<file path="config.mk">
export PLATFORM = sky130hd
export DESIGN_NAME = jtag_scan_chunk_shifter_unit
export DESIGN_NICKNAME = d
export VERILOG_FILES = /design/src/hdl/jscs_pkg.sv /design/src/hdl/jscs_front.sv /design/src/hdl/jscs_queue.sv /design/src/hdl/jscs_back.sv /design/src/hdl/jtag_scan_chunk_shifter_unit.sv
export SDC_FILE = /design/constraint.sdc
export NUM_CORES = 1
export LEC_CHECK = 0
export ABC_AREA = 1
export BUFFER_PORTS_ARGS = -buffer_cell sky130_fd_sc_hd__buf_2
export CORE_ASPECT_RATIO = 0.5
export CORE_MARGIN = 3
export CORE_UTILIZATION = 50
export CTS_BUF_LIST = sky130_fd_sc_hd__clkbuf_2 sky130_fd_sc_hd__clkbuf_4 sky130_fd_sc_hd__clkbuf_8
export CTS_CLUSTER_SIZE = 28
export DETAILED_ROUTE_END_ITERATION = 10
export PLACE_DENSITY_LB_ADDON = 0.15
export SYNTH_ARGS = -nofsm -noshare
export SYNTH_HDL_FRONTEND = slang
export SYNTH_SLANG_ARGS = --single-unit
</file>
<file path="constraint.sdc">
create_clock -name clk -period 2.9 [get_ports clk]
set_input_delay 0.145 -clock clk [delete_from_list [all_inputs] [get_ports clk]]
set_output_delay 0.145 -clock clk [all_outputs]
set_load 0.03 [all_outputs]
</file>
<file path="src/hdl/jscs_pkg.sv">
// ----------------------------------------------------------------------------
// jscs_pkg
// Shared types and constants for the JTAG scan chunk shifter.
// ----------------------------------------------------------------------------
package jscs_pkg;

	localparam logic [1:0] CMD_TMS_SEQ    = 2'd0;
	localparam logic [1:0] CMD_SHIFT      = 2'd1;
	localparam logic [1:0] CMD_SHIFT_CAP  = 2'd2;
	localparam logic [1:0] CMD_TEST_RESET = 2'd3;

	localparam logic [3:0] MAX_BITS      = 4'd8;
	localparam logic [3:0] RESET_PULSES  = 4'd6;
	localparam logic [15:0] HALF_PERIOD_RESET = 16'd1;

	localparam int JSCS_QUEUE_DEPTH = 2;

	// One classified chunk as it waits for the pulse generator.
	typedef struct packed {
		logic [1:0] cmd;
		logic [7:0] data;
		logic [3:0] count;
		logic       last_chunk;
		logic [7:0] tdo;
	} desc_t;

endpackage

</file>
<file path="src/hdl/jscs_front.sv">
// ----------------------------------------------------------------------------
// jscs_front
// Accepts chunk requests, saturates the bit count, sets six pulses for a test
// reset, drops empty chunks and hands the rest to the command queue.
// ----------------------------------------------------------------------------
module jscs_front
	import jscs_pkg::*;
(
	input  logic       clk,
	input  logic       arst_n,
	input  logic       in_valid,
	output logic       in_stall,
	input  logic [1:0] command,
	input  logic [7:0] data_byte,
	input  logic [3:0] bit_count,
	input  logic       last_chunk,
	input  logic [7:0] tdo_levels,
	output logic       push,
	output desc_t      push_desc,
	input  logic       queue_full
);

	logic       valid_s1;
	desc_t      desc_s1;
	desc_t      desc_in;
	logic       keep;
	logic       load;

	always_comb begin
		desc_in.cmd        = command;
		desc_in.data       = data_byte;
		desc_in.last_chunk = last_chunk;
		desc_in.tdo        = tdo_levels;
		if (command == CMD_TEST_RESET) begin
			desc_in.count = RESET_PULSES;
		end else if (bit_count > MAX_BITS) begin
			desc_in.count = MAX_BITS;
		end else begin
			desc_in.count = bit_count;
		end
	end

	// A chunk with no bits, other than a test reset, makes no pulses, so it never enters the queue.
	assign keep     = (command == CMD_TEST_RESET) || (bit_count != 4'd0);
	assign in_stall = valid_s1 && queue_full;
	assign load     = !in_stall;
	assign push     = valid_s1 && !queue_full;
	assign push_desc = desc_s1;

	always_ff @(posedge clk or negedge arst_n) begin
		if (!arst_n) begin
			valid_s1 <= 1'b0;
		end else if (load) begin
			valid_s1 <= in_valid && keep;
		end
	end

	always_ff @(posedge clk) begin
		if (load && in_valid) begin
			desc_s1 <= desc_in;
		end
	end

endmodule

</file>
<file path="src/hdl/jscs_queue.sv">
// ----------------------------------------------------------------------------
// jscs_queue
// Small register queue of classified chunks between front and back.
// ----------------------------------------------------------------------------
module jscs_queue
	import jscs_pkg::*;
#(
	parameter int DEPTH = JSCS_QUEUE_DEPTH
) (
	input  logic  clk,
	input  logic  arst_n,
	input  logic  push,
	input  desc_t push_desc,
	output logic  full,
	input  logic  pop,
	output desc_t pop_desc,
	output logic  empty
);

	localparam int PtrW = (DEPTH > 1) ? $clog2(DEPTH) : 1;
	localparam int CntW = $clog2(DEPTH + 1);
	localparam logic [PtrW-1:0] LastPtr = PtrW'(DEPTH - 1);
	localparam logic [CntW-1:0] FullCnt = CntW'(DEPTH);

	desc_t           entry_q [DEPTH];
	logic [PtrW-1:0] wr_ptr_q;
	logic [PtrW-1:0] rd_ptr_q;
	logic [CntW-1:0] count_q;
	logic            do_push;
	logic            do_pop;

	assign full     = (count_q == FullCnt);
	assign empty    = (count_q == '0);
	assign do_push  = push && !full;
	assign do_pop   = pop && !empty;
	assign pop_desc = entry_q[rd_ptr_q];

	always_ff @(posedge clk or negedge arst_n) begin
		if (!arst_n) begin
			wr_ptr_q <= '0;
			rd_ptr_q <= '0;
			count_q  <= '0;
		end else begin
			if (do_push) begin
				wr_ptr_q <= (wr_ptr_q == LastPtr) ? '0 : wr_ptr_q + 1'b1;
			end
			if (do_pop) begin
				rd_ptr_q <= (rd_ptr_q == LastPtr) ? '0 : rd_ptr_q + 1'b1;
			end
			if (do_push && !do_pop) begin
				count_q <= count_q + 1'b1;
			end else if (do_pop && !do_push) begin
				count_q <= count_q - 1'b1;
			end
		end
	end

	always_ff @(posedge clk) begin
		if (do_push) begin
			entry_q[wr_ptr_q] <= push_desc;
		end
	end

endmodule

</file>
<file path="src/hdl/jscs_back.sv">
// ----------------------------------------------------------------------------
// jscs_back
// Pulse generator: takes one chunk at a time from the queue and emits one
// result per TCK pulse, paced by the half period, into an output register.
// ----------------------------------------------------------------------------
module jscs_back
	import jscs_pkg::*;
(
	input  logic        clk,
	input  logic        arst_n,
	input  logic [15:0] half_period,
	input  logic        queue_empty,
	input  desc_t       queue_desc,
	output logic        pop,
	output logic        out_valid,
	input  logic        out_stall,
	output logic        tdi_level,
	output logic        tms_level,
	output logic        trst_level,
	output logic [7:0]  captured_byte,
	output logic        last_pulse
);

	logic        busy_q;
	desc_t       desc_q;
	logic [2:0]  idx_q;
	logic [16:0] timer_q;
	logic        out_valid_q;
	logic        tdi_q;
	logic        tms_q;
	logic        trst_q;
	logic [7:0]  cap_q;
	logic        last_q;

	logic        slot_free;
	logic        emit;
	logic        fin;
	logic        bit_now;
	logic [7:0]  cap_mask;
	logic        tdi_n;
	logic        tms_n;
	logic        trst_n;
	logic [7:0]  cap_n;
	logic [15:0] hp_eff;
	logic [16:0] reload;

	assign slot_free = !out_valid_q || !out_stall;
	assign emit      = busy_q && (timer_q == '0) && slot_free;
	assign pop       = !busy_q && !queue_empty;
	assign fin       = ({1'b0, idx_q} + 4'd1) == desc_q.count;
	assign bit_now   = desc_q.data[idx_q];

	// A zero half period paces like a half period of one.
	assign hp_eff = (half_period == '0) ? 16'd1 : half_period;
	assign reload = {hp_eff, 1'b0} - 17'd1;

	always_comb begin
		for (int j = 0; j < 8; j++) begin
			cap_mask[j] = (3'(j) <= idx_q);
		end
	end

	always_comb begin
		tdi_n  = bit_now;
		tms_n  = fin && desc_q.last_chunk;
		trst_n = 1'b1;
		cap_n  = 8'h00;
		case (desc_q.cmd)
			CMD_TMS_SEQ: begin
				tdi_n = 1'b1;
				tms_n = bit_now;
			end
			CMD_SHIFT: begin
			end
			CMD_SHIFT_CAP: begin
				cap_n = desc_q.tdo & cap_mask;
			end
			CMD_TEST_RESET: begin
				tdi_n  = 1'b1;
				tms_n  = 1'b1;
				trst_n = fin;
			end
			default: begin
			end
		endcase
	end

	always_ff @(posedge clk or negedge arst_n) begin
		if (!arst_n) begin
			busy_q      <= 1'b0;
			idx_q       <= '0;
			timer_q     <= '0;
			out_valid_q <= 1'b0;
		end else begin
			if (pop) begin
				busy_q <= 1'b1;
				idx_q  <= '0;
			end else if (emit) begin
				busy_q <= !fin;
				idx_q  <= idx_q + 1'b1;
			end
			// The timer keeps running across chunks so every pulse gets its
			// full two half periods.
			if (emit) begin
				timer_q <= reload;
			end else if (timer_q != '0) begin
				timer_q <= timer_q - 1'b1;
			end
			if (emit) begin
				out_valid_q <= 1'b1;
			end else if (!out_stall) begin
				out_valid_q <= 1'b0;
			end
		end
	end

	always_ff @(posedge clk) begin
		if (pop) begin
			desc_q <= queue_desc;
		end
		if (emit) begin
			tdi_q  <= tdi_n;
			tms_q  <= tms_n;
			trst_q <= trst_n;
			cap_q  <= cap_n;
			last_q <= fin;
		end
	end

	assign out_valid     = out_valid_q;
	assign tdi_level     = tdi_q;
	assign tms_level     = tms_q;
	assign trst_level    = trst_q;
	assign captured_byte = cap_q;
	assign last_pulse    = last_q;

endmodule

</file>
<file path="src/hdl/jtag_scan_chunk_shifter_unit.sv">
// ----------------------------------------------------------------------------
// jtag_scan_chunk_shifter_unit
// JTAG master bit shifter: one scan chunk per request, one result per pulse.
// ----------------------------------------------------------------------------
// Input channel (in_valid / in_stall) takes a chunk request: command, up to
// eight data bits sent bit 0 first, bit count, last-chunk flag and the TDO
// levels the target shows. Output channel (out_valid / out_stall) gives one
// result per TCK pulse: TDI, TMS and TRST levels, captured TDO bits and a
// flag on the final pulse of the request. Chunks with a zero bit count give
// no results; a test reset always gives six.
// A front stage classifies requests into a small queue, so new requests are
// taken while the pulse generator works. Each pulse takes two TCK half
// periods unless the output stalls. A request passes the front stage
// register, the queue and the generator's chunk register before its first
// result is registered. The pulse timer sets the rate. A stalled output
// holds its result and the generator waits for it. Reset empties the queue
// and the output and sets the half period to 1. The half period is written
// through wr_en / wr_data; the user must do so only while idle (not enforced).
// ----------------------------------------------------------------------------
module jtag_scan_chunk_shifter_unit
	import jscs_pkg::*;
#(
	parameter int QUEUE_DEPTH = JSCS_QUEUE_DEPTH
) (
	input  logic        clk,
	input  logic        arst_n,
	input  logic        wr_en,
	input  logic [15:0] wr_data,
	input  logic        in_valid,
	output logic        in_stall,
	input  logic [1:0]  command,
	input  logic [7:0]  data_byte,
	input  logic [3:0]  bit_count,
	input  logic        last_chunk,
	input  logic [7:0]  tdo_levels,
	output logic        out_valid,
	input  logic        out_stall,
	output logic        tdi_level,
	output logic        tms_level,
	output logic        trst_level,
	output logic [7:0]  captured_byte,
	output logic        last_pulse
);

	logic [15:0] half_period_q;
	logic        push;
	desc_t       push_desc;
	logic        queue_full;
	logic        pop;
	desc_t       pop_desc;
	logic        queue_empty;

	always_ff @(posedge clk or negedge arst_n) begin
		if (!arst_n) begin
			half_period_q <= HALF_PERIOD_RESET;
		end else if (wr_en) begin
			half_period_q <= wr_data;
		end
	end

	jscs_front u_front (
		.clk        (clk),
		.arst_n     (arst_n),
		.in_valid   (in_valid),
		.in_stall   (in_stall),
		.command    (command),
		.data_byte  (data_byte),
		.bit_count  (bit_count),
		.last_chunk (last_chunk),
		.tdo_levels (tdo_levels),
		.push       (push),
		.push_desc  (push_desc),
		.queue_full (queue_full)
	);

	jscs_queue #(
		.DEPTH (QUEUE_DEPTH)
	) u_queue (
		.clk       (clk),
		.arst_n    (arst_n),
		.push      (push),
		.push_desc (push_desc),
		.full      (queue_full),
		.pop       (pop),
		.pop_desc  (pop_desc),
		.empty     (queue_empty)
	);

	jscs_back u_back (
		.clk           (clk),
		.arst_n        (arst_n),
		.half_period   (half_period_q),
		.queue_empty   (queue_empty),
		.queue_desc    (pop_desc),
		.pop           (pop),
		.out_valid     (out_valid),
		.out_stall     (out_stall),
		.tdi_level     (tdi_level),
		.tms_level     (tms_level),
		.trst_level    (trst_level),
		.captured_byte (captured_byte),
		.last_pulse    (last_pulse)
	);

endmodule

</file>
* Word-level counts from Yosys, hierarchy flattened
Memories as Yosys holds them, arrays and structs flattened. A register that Yosys moved wholly into a read port is not among the register bits. Cells that the tools add are included.
Storage, ports and cells: bits in writable memories 46, logic and storage cells 99, memories kept 1, input port bits 44, output and inout port bits 14, flip-flop bits (word level) 78
Cells by class: equal/unequal tests 6, $lt $le $gt $ge 10, bitwise gates (word level) 1, multiplexer cells 19, reduce and logical (&&, ||, !) cells 34, add/sub/neg operators 8
Memory list:
- u_queue.entry_q | depth 2, width 23, rd ports 1, clocked after memory_dff 1, write ports 1, line jscs_queue.sv:25 | desc_t entry_q [DEPTH];
Operators with widths (count):
- 2-to-1 mux 17 bit | 2
- subtractor 17 x 1 -> 17 bit, second input constant | 2
- zero test 17 bit | 1
- nonzero test 17 bit | 1
- zero test 16 bit | 1
- 2-to-1 mux 16 bit | 1
- <= comparator 3 bit, first input constant | 4
- logical AND 1 bit | 12
- zero test 1 bit | 9
- 2-to-1 mux 1 bit | 9
- bitwise AND 8 bit | 1
- == test 2 bit, second input constant | 4
- <= comparator 1 x 3 -> 1 bit, first input constant | 2
- <= comparator 2 x 3 -> 1 bit, first input constant | 2
- 2-to-1 mux 3 bit | 2
- nonzero test 2 bit | 3
- adder 3 x 1 -> 4 bit, second input constant | 1
- == test 4 bit | 1
- greater-than comparator 4 bit, second input constant | 1
- zero test 2 bit | 2
- less-than comparator 3 x 4 -> 1 bit, second input constant | 1
- 2-to-1 mux 2 bit | 2
- 2-to-1 mux 4 bit | 1
- nonzero test 4 bit | 1
- other kinds (9) | 12

* Logic depth before layout (Yosys ltp)
Gate-level depths: netlist of the first run.
depth after elaboration 8, gate-level depth with buffers 13, gate-level depth less buffers 13

* Cells and area by module
From an unflattened synthesis of the first run, not the netlist that was laid out.
Unflattened totals: cell total of the unflattened synthesis 613, area, all modules 6422.4 um^2
By module, submodules not included:
- jscs_back | sequential area each 1601.5 um^2, instances 1, cells each 350, area an instance 3071.7 um^2
- jscs_queue | sequential area each 1481.4 um^2, instances 1, cells each 152, area an instance 1909.3 um^2
- jscs_front | sequential area each 715.7 um^2, instances 1, cells each 43, area an instance 795.8 um^2
- jtag_scan_chunk_shifter_unit | sequential area each 401.6 um^2, instances 1, cells each 68, area an instance 645.6 um^2

* Worst setup path before layout of the first run
No wires, ideal clock.
path type register to register, from reg u_queue.count_q[0], to reg u_queue.count_q[1], period minus slack after synthesis 2.891 ns, setup slack 0.009 ns, setup time 0.131 ns, arrival 2.760 ns, required time 2.769 ns, stages on the path, launching flop included 8, path buffers 0, cell sequence dfrtp_1 > inv_1 > a21oi_1 > inv_1 > ha_1 > a21oi_1 > o21ai_0 > xor2_1
Between the ends: longest elaborated chain between the ends 7, elaborated cells between the ends (all ways) 17, classes of those cells 2 x add/sub; 1 x eq/ne; 2 x mux; 12 x reduce/logical
Ends and longest elaborated chain:
- start: declaration | line jscs_queue.sv:28 | logic [CntW-1:0] count_q;
- start signal: assignment | line jscs_queue.sv:51 | count_q <= count_q + 1'b1;
- start signal: assignment | line jscs_queue.sv:53 | count_q <= count_q - 1'b1;
- zero test 2 bit * | line jscs_queue.sv:33 | assign empty = (count_q == '0);
- zero test 1 bit * | line jscs_back.sv:49 | assign pop = !busy_q && !queue_empty;
- logical AND 1 bit * | line jscs_back.sv:49
- net pop | line jtag_scan_chunk_shifter_unit.sv:49 | logic pop;
- logical AND 1 bit * | line jscs_queue.sv:35 | assign do_pop = pop && !empty;
- zero test 1 bit | line jscs_queue.sv:50 | if (do_push && !do_pop) begin
- logical AND 1 bit | line jscs_queue.sv:50
- 2-to-1 mux 2 bit or nonzero test 2 bit (tied branches)
The timed path passes the listed nets; every way through them passes the cells marked *. The select of a mux whose other input is x is not followed. A chain may end at the register's enable or synchronous reset.

* Worst setup path after layout of the first run
from reg u_back.timer_q[0], to reg u_back.cap_q[1], in the netlist u_back.captured_byte[1], enable pin
Between the ends: longest elaborated chain between the ends 3
Ends and longest elaborated chain:
- start: declaration | line jscs_back.sv:27 | logic [16:0] timer_q;
- start signal: assignment | line jscs_back.sv:105 | timer_q <= reload;
- start signal: assignment | line jscs_back.sv:107 | timer_q <= timer_q - 1'b1;
- zero test 17 bit | line jscs_back.sv:48 | assign emit = busy_q && (timer_q == '0) && slot_free;
- logical AND 1 bit (2 in a row) | line jscs_back.sv:48
- net u_back.emit | line jscs_back.sv:36 | logic emit;
- end signal: assignment | line jscs_back.sv:125 | cap_q <= cap_n;
- end: declaration | line jscs_back.sv:32 | logic [7:0] cap_q;
The timed path passes the listed nets, and every way through them passes these cells.

==> results of run 1 <==
[cells in the final DEF, fill, tap and decap left out, types with 2 or more instances in the layout]
cell type        n
mux2_2           3
nand3_4          2
nand2_1        156
edfxtp_1       104
dlygate4sd3_1   36
xnor2_1          5
inv_6            5
o21ai_0         37
clkinvlp_4       4
a21oi_1         16
buf_4            6
nand2_2          2
nand3_1         19
nor2_1          63
inv_1           54
nor2_2           5
buf_2           57
xor2_1          20
inv_8            4
clkbuf_8        17
inv_2            3
nand4_1         10
dfrtp_1         42
nor3_1           5
nand3_2          4
nor3_2           2
ha_1            10
[flip-flops by register name (all words and copies together), names as in the netlist]
name and count:
half_period_q 16, u_back.busy_q 1, u_back.captured_byte 8, u_back.desc_q 23, u_back.idx_q 3, u_back.last_pulse 1, u_back.out_valid 1, u_back.tdi_level 1
u_back.timer_q 17, u_back.tms_level 1, u_back.trst_level 1, u_front.push_desc 23, u_front.valid_s1 1, u_queue.count_q 2, u_queue.entry_q 46, u_queue.rd_ptr_q 1
u_queue.wr_ptr_q 1
[area by class of cell]
| class | count | share of cell area |
|---|---|---|
| flip-flops and latches | 147 | 0.5575 |
| multi-input cells | 365 | 0.2439 |
| repair buffers | 99 | 0.09166 |
| clock buffers | 18 | 0.03205 |
| inverters | 58 | 0.02956 |
| well taps | 165 | 0.02740 |
| clock inverters | 14 | 0.01793 |
[logic make-up after synthesis]
kind of cell,count (synthesis),share of synthesized area
flops,147,0.6650
mux,3,0.005348
compound gates,55,0.04358
simple gates,272,0.1862
fa+ha+maj,10,0.01981
xor+xnor,25,0.03467
buf+inv,68,0.04536
[layer usage]
metal / routed length [µm] / up-vias / track usage
met5: 0 / - / 0
met4: 151 / 0 / 0.06012
met3: 467 / 15 / 0.04534
met2: 5542 / 88 / 0.3020
met1: 5780 / 1938 / 0.2527
li1: - / 2144 / -
[worst max path at each step]
stage                                   from                       to  slack (ns)  cells past startpoint
after detailed placement   u_back.timer_q[0]  u_back.captured_byte[7]        0.76                      8
after floorplan           u_queue.count_q[0]       u_queue.count_q[1]       0.009                      7
after global placement      half_period_q[9]       u_back.timer_q[11]        0.85                     12
final                      u_back.timer_q[0]  u_back.captured_byte[1]        0.72                      8
after CTS                  u_back.timer_q[0]  u_back.captured_byte[3]        0.75                      8
after global routing       u_back.timer_q[0]  u_back.captured_byte[3]        0.47                      8
[per-stage QoR]
| step | hold WS, ns | power, W | utilization |
|---|---|---|---|
| after global placement | 0.3209 | 0.003254 | 0.5624 |
| after floorplan | -0.1506 | 0.003064 | - |
| after global routing | 0.01989 | 0.005026 | 0.6234 |
| after CTS | 0.007540 | 0.004817 | 0.6234 |
| after detailed placement | 0.3231 | 0.003278 | 0.5624 |
| final | 0.03763 | 0.004772 | 0.6234 |
[report_power, final]
group          switching (W)  internal [W]  leakage, nW
registers           0.000101       0.00263         1.49
clock network       0.000867      0.000644        0.181
logic               0.000351      0.000184         1.48
total                0.00132       0.00345         3.16
[what timing repair did]
action | 4_1_cts | 5_1_grt
buffers inserted | 0 | 0
hold buffers | 36 | 0
endpoints found under the hold margin | 77 | 0
==> impl_metrics.yaml, run 1 <==
outcome:
  status: "finished clean"
place:
  post-place-ws_ns: 0.7586
  numPortBuffers: 57
  dp.cells: 798
  place_congestion: 0.8546
  dp_hpwl_um: 8113
  place_area_um2: 6798
clock_tree:
  cts_sinks: 147
  cts_htree_levels: 4
  cts.path.max_buffers: 2
  cts_resized: 0
  cts_buffers: 17
  clk-insertion-delay-late_ns: 0.43
  cts_tree: "yes"
  clk_pin_slew_worst_paths_ns: 0.09
  root_buffer: "clkbuf_8"
synth:
  synth.most_common_cell: "nand2_1"
  synth-seq-cells: 147
  avgSynthCellArea_um2: 10.89
  synth_edf_count: 104
  synthFlopType: "edfxtp_1"
  synth_nets: 634
  synth_cells: 580
  yosysTopAreaCellShare: 0.4945
  ys_top_cells_by_count: "nand2_1 (156), edfxtp_1 (104), nor2_1 (65), inv_1 (54), dfrtp_1 (42)"
  yosysWarnings: 0
  yosysSeqAreaShare: 0.6650
  yosysTopAreaCell: "edfxtp_1"
  ys_top_cells_by_area: "edfxtp_1 (49%), dfrtp_1 (17%), nand2_1 (9.3%)"
  yosysUniqueCellTypes: 31
  syn_area_um2: 6316
  synth_async_sr_flop_share: 0.2925
critical_path:
  cp.required_ns: 3.01
  r2r_slack_ns: 0.72
  slowest_delay_ns: 0.39
  critPathSlowestCell: "dfrtp_1"
  reg2reg_from: "u_back.timer_q[0]"
  arrival_ns: 2.29
  path_buf_inv: 2
  r2r_cells: 8
  worstPathCellList: "inv_1 -> ha_1 -> nand3_2 -> nor2_2 -> nand3_1 -> nor2_1 -> nand4_2 -> inv_2"
  cp_top_family: "simple AND/OR/NAND/NOR gates"
  worstSetupEndpointType: "flip-flop"
  critPathLaunchType: "flip-flop"
  path_max_fanout: 14
  worstSetupPathType: "flip-flop to flip-flop"
  timing.rr.end: "u_back.captured_byte[1]"
floorplan:
  die_x_um: 164.9
  start_util: 0.5226
  dieArea_um2: 14100
  ioPinCount: 58
  core_um2: 12090
  fp.dieH_um: 85.48
  placementRows: 28
sta:
  tns_ns: 0
  worst_slew_pin_slew_ns: 0.9794
  finalCritPeriodShare: 0.7527
  setup_viol: 0
  hold_viol_final: 0
  slew_viol_final: 0
  period_needed_ns: 2.183
  max_freq_mhz: 458.1
  rsz0062_at_grt: "false"
  setup_slack_ns: 0.7172
  slew_headroom: 0.3470
  skew_ns: 0.01406
drt:
  ant_nets: 0
  drt_iter0_markers: 262
  drc: 0
  avgViaCountPerCell: 4.833
  via_count: 4185
  totalWireLength_um: 11940
  firstDrtPassIters: 5
  wl_per_cell_um: 13.79
cells_and_area:
  register_area_um2: 4200
  syn2layout_area_growth_pct: 19.29
  design_area_um2: 7535
  fin_cells: 866
  diodes: 0
  multi_input_area_um2: 1838
  n_fill_cell: 985
  nNetsFinal: 742
  drive_gt1_frac: 0.1740
global_routing:
  track_usage: 0.1872
  grt_pass1_vias: 4228
  overflow: 0
  antenna_found_initial: 0
  grt_pass1_wl_um: 20330
  grt_max_degree: 44
pwr:
  power_density_nw_per_um2: 633.3
  ir_worst_vdd_mv: 0.2934
  leakagePower_nw: 3.161
min_path:
  whs_path_depth: 2
  hold_start: "bit_count[3]"
  hp-class: "primary input to flip-flop"
  min_to: "u_front.push_desc[9]"
run:
  cap_violations: 0
(Power assumes the default switching activity.)
==> run 2, diff against run 1 <==
- ABC_AREA: 1 -> 0
- clock period: 2.9 -> 1.9 ns (I/O delays scaled with it)
==> run 2 against run 1 <==
  * Clock skew down 0.0014 ns
  * Global-route usage is 0.46 points higher
  * Critical path depth grew 1
  * Cell count down 12%
  * Highest routed layer unchanged
==> impl_metrics.yaml, run 2 <==
synth:
  yosysUniqueCellTypes: 47
  synth_async_sr_flop_share: 0.2925
  yosysTopAreaCell: "edfxtp_1"
  synthFlopType: "edfxtp_1"
  synth_edf_count: 104
  ys_top_cells_by_area: "edfxtp_1 (51%), dfrtp_1 (17%), mux2_2 (6.8%)"
  synth-seq-cells: 147
  avgSynthCellArea_um2: 14.47
  syn_area_um2: 6092
  ys_top_cells_by_count: "edfxtp_1 (104), dfrtp_1 (42), mux2_2 (37), a21oi_1 (28), nand2_1 (25)"
  synth.most_common_cell: "edfxtp_1"
  yosysTopAreaCellShare: 0.5126
  yosysSeqAreaShare: 0.6895
  synth_cells: 421
  yosysWarnings: 0
  synth_nets: 475
floorplan:
  start_util: 0.5335
  fp.dieH_um: 84.05
  dieArea_um2: 13620
  ioPinCount: 58
  core_um2: 11420
  die_x_um: 162.1
  placementRows: 27
cells_and_area:
  largest-register: "u_queue.entry_q"
  n_fill_cell: 807
  nNetsFinal: 640
  mostFrequentLayoutCell: "edfxtp_1"
  most-common-layout-cells: "edfxtp_1 (104), buf_4 (59), buf_2 (57), dfrtp_1 (40), dlygate4sd3_1 (40)"
  diodes: 0
  syn2layout_area_growth_pct: 30.79
  final_core_util: 0.6978
  drive_gt1_frac: 0.3689
  design_area_um2: 7968
  largest_reg_flops: 46
sta:
  worst_slew_pin_slew_ns: 0.5679
  hold_viol_final: 0
  period_needed_ns: 1.853
  slew_headroom: 0.6214
  slew_viol_final: 0
  finalCritPeriodShare: 0.9752
  setup_viol: 0
  skew_ns: 0.01268
  max_freq_mhz: 539.7
  rsz0062_at_grt: "true"
global_routing:
  grt_pass1_vias: 4004
  track_usage: 0.1918
  overflow: 0
  grt_pass1_wl_um: 20130
  antenna_found_initial: 0
  grt_max_degree: 44
pwr:
  total_power_w: 0.007432
  p_clk_frac: 0.314
  power.internal_w: 0.005414
  power_density_nw_per_um2: 932.8
  p_switching_w: 0.002017
  p_seq_frac: 0.561
  leakagePower_nw: 3.120
  ir_worst_vdd_mv: 0.4404
  p_comb_frac: 0.125
  p_sw_frac: 0.2715
drt:
  drt_iter0_markers: 207
  firstDrtPassIters: 6
  wl_per_cell_um: 16.38
  drc: 0
  totalWireLength_um: 12420
  ant_nets: 0
  avgViaCountPerCell: 5.125
  via_count: 3885
critical_path:
  slowest_delay_ns: 0.42
  critPathSlowestCell: "dfrtp_1"
  critPathLaunchType: "flip-flop"
  worstSetupPathType: "flip-flop to flip-flop"
  path_buf_inv: 0
  path_depth: 9
  crit_top_cell: "a21oi_1"
  path_max_fanout: 6
  cp_top_family: "simple AND/OR/NAND/NOR gates"
  arrival_ns: 2.23
  cp.required_ns: 2.27
  r2r_cells: 9
  worstSetupEndpointType: "flip-flop"
  worstPathCellList: "nor4_4 -> and2_4 -> a31oi_4 -> ha_4 -> nor2b_1 -> nand4_1 -> xnor2_1 -> a21oi_1 -> a21oi_1"
clock_tree:
  clk-insertion-delay-late_ns: 0.45
  cts_htree_levels: 4
  cts_sinks: 147
  cts_tree: "yes"
  cts_buffers: 17
  clk_pin_slew_worst_paths_ns: 0.09
  root_buffer: "clkbuf_8"
  cts.path.max_buffers: 2
min_path:
  whs_path_depth: 3
  hp-class: "primary input to flip-flop"
place:
  place_congestion: 0.8657
  numPortBuffers: 57
  dp_hpwl_um: 8043
  place_area_um2: 6978
outcome:
  status: "finished clean"
run:
  cap_violations: 0
==> run 2: cell count changes after synthesis, sizes merged, moves of 7 or more <==
cell and delta:
a21oi +11, inv -41, mux2 +34, nand2 -133, nand3 -13, nand4 -7, nor2 -49, nor4 +9
o21ai -24, xnor2 +15, xor2 -8
==> run 2: timing repair <==
action	4_1_cts	5_1_grt
pin swaps	1	13
hold endpoints to repair	82	0
setup buffers	1	5
hold buffers	40	0
gates resized for setup	6	27
endpoints found under the setup margin	17	19
cloned	0	0
==> run 2: worst min-delay path, cell delays in order <==
cell,delay [ns]
buf_2,0.09
inv_1,0.03
o21ai_0,0.15
==> run 2: worst paths after layout <==
path | start | endpoint | slack [ns]
min | bit_count[2] | u_front.push_desc[11] | 0.03
max | half_period_q[10] | u_back.timer_q[15] | 0.05
min in group asynchronous | arst_n | half_period_q[14] | 0.26
max in group asynchronous | arst_n | u_back.idx_q[0] | 1.21
max reg2reg | half_period_q[10] | u_back.timer_q[15] | 0.05
min reg2reg | u_front.push_desc[21] | u_queue.entry_q[1][21] | 0.45
==> run 2: cell type report <==
class / instances / area, µm² / area share
Timing Repair Buffer: 158 / 1160 / 0.1456
Clock buffer: 18 / 241.5 / 0.03031
Tap cell: 159 / 198.9 / 0.02497
Sequential cell: 147 / 4203 / 0.5275
Inverter: 16 / 60.06 / 0.007538
Multi-Input combinational cell: 246 / 1967 / 0.2469
Clock inverter: 14 / 137.6 / 0.01727
==> run 2: layer usage <==
layer	global-route usage	wire (µm)
met2	0.3064	5921
met4	0.05186	118
met1	0.2568	5880
met3	0.05897	498
met5	0	0
==> run 2: power by group through the flow <==
stage,logic (W),clock network (W),registers (W)
floorplan,0.000494,0,0.00420
global placement,0.000837,0,0.00421
detailed placement,0.000849,0,0.00423
CTS,0.000918,0.00237,0.00417
global route,0.00102,0.00254,0.00422
finish,0.000928,0.00233,0.00417
==> run 2: cell families (layout without fill, tap and decap cells) <==
group / after synthesis / in the layout / share of synthesized area
adder cells (fa/ha/maj): 10 / 10 / 0.02054
buffers and inverters: 28 / 206 / 0.01787
AO/OA/AOI/OAI: 53 / 53 / 0.04847
flip-flops: 147 / 147 / 0.6895
XOR/XNOR: 32 / 32 / 0.04601
AND/OR/NAND/NOR: 111 / 111 / 0.1002
multiplexers: 40 / 40 / 0.07743
==> run 2: per-stage QoR <==
step | setup TNS [ns] | setup WS [ns] | hold WS [ns] | cells
2_1_floorplan | -0.07895 | -0.07895 | -0.2006 | 421
3_3_place_gp | 0 | 0.03794 | 0.2065 | 680
3_5_place_dp | -0.1315 | -0.06354 | 0.2083 | 680
4_1_cts | 0 | 0.004054 | 0.007659 | 753
5_1_grt | -0.4179 | -0.09785 | 0.01209 | 758
6_report | 0 | 0.04704 | 0.03320 | 758
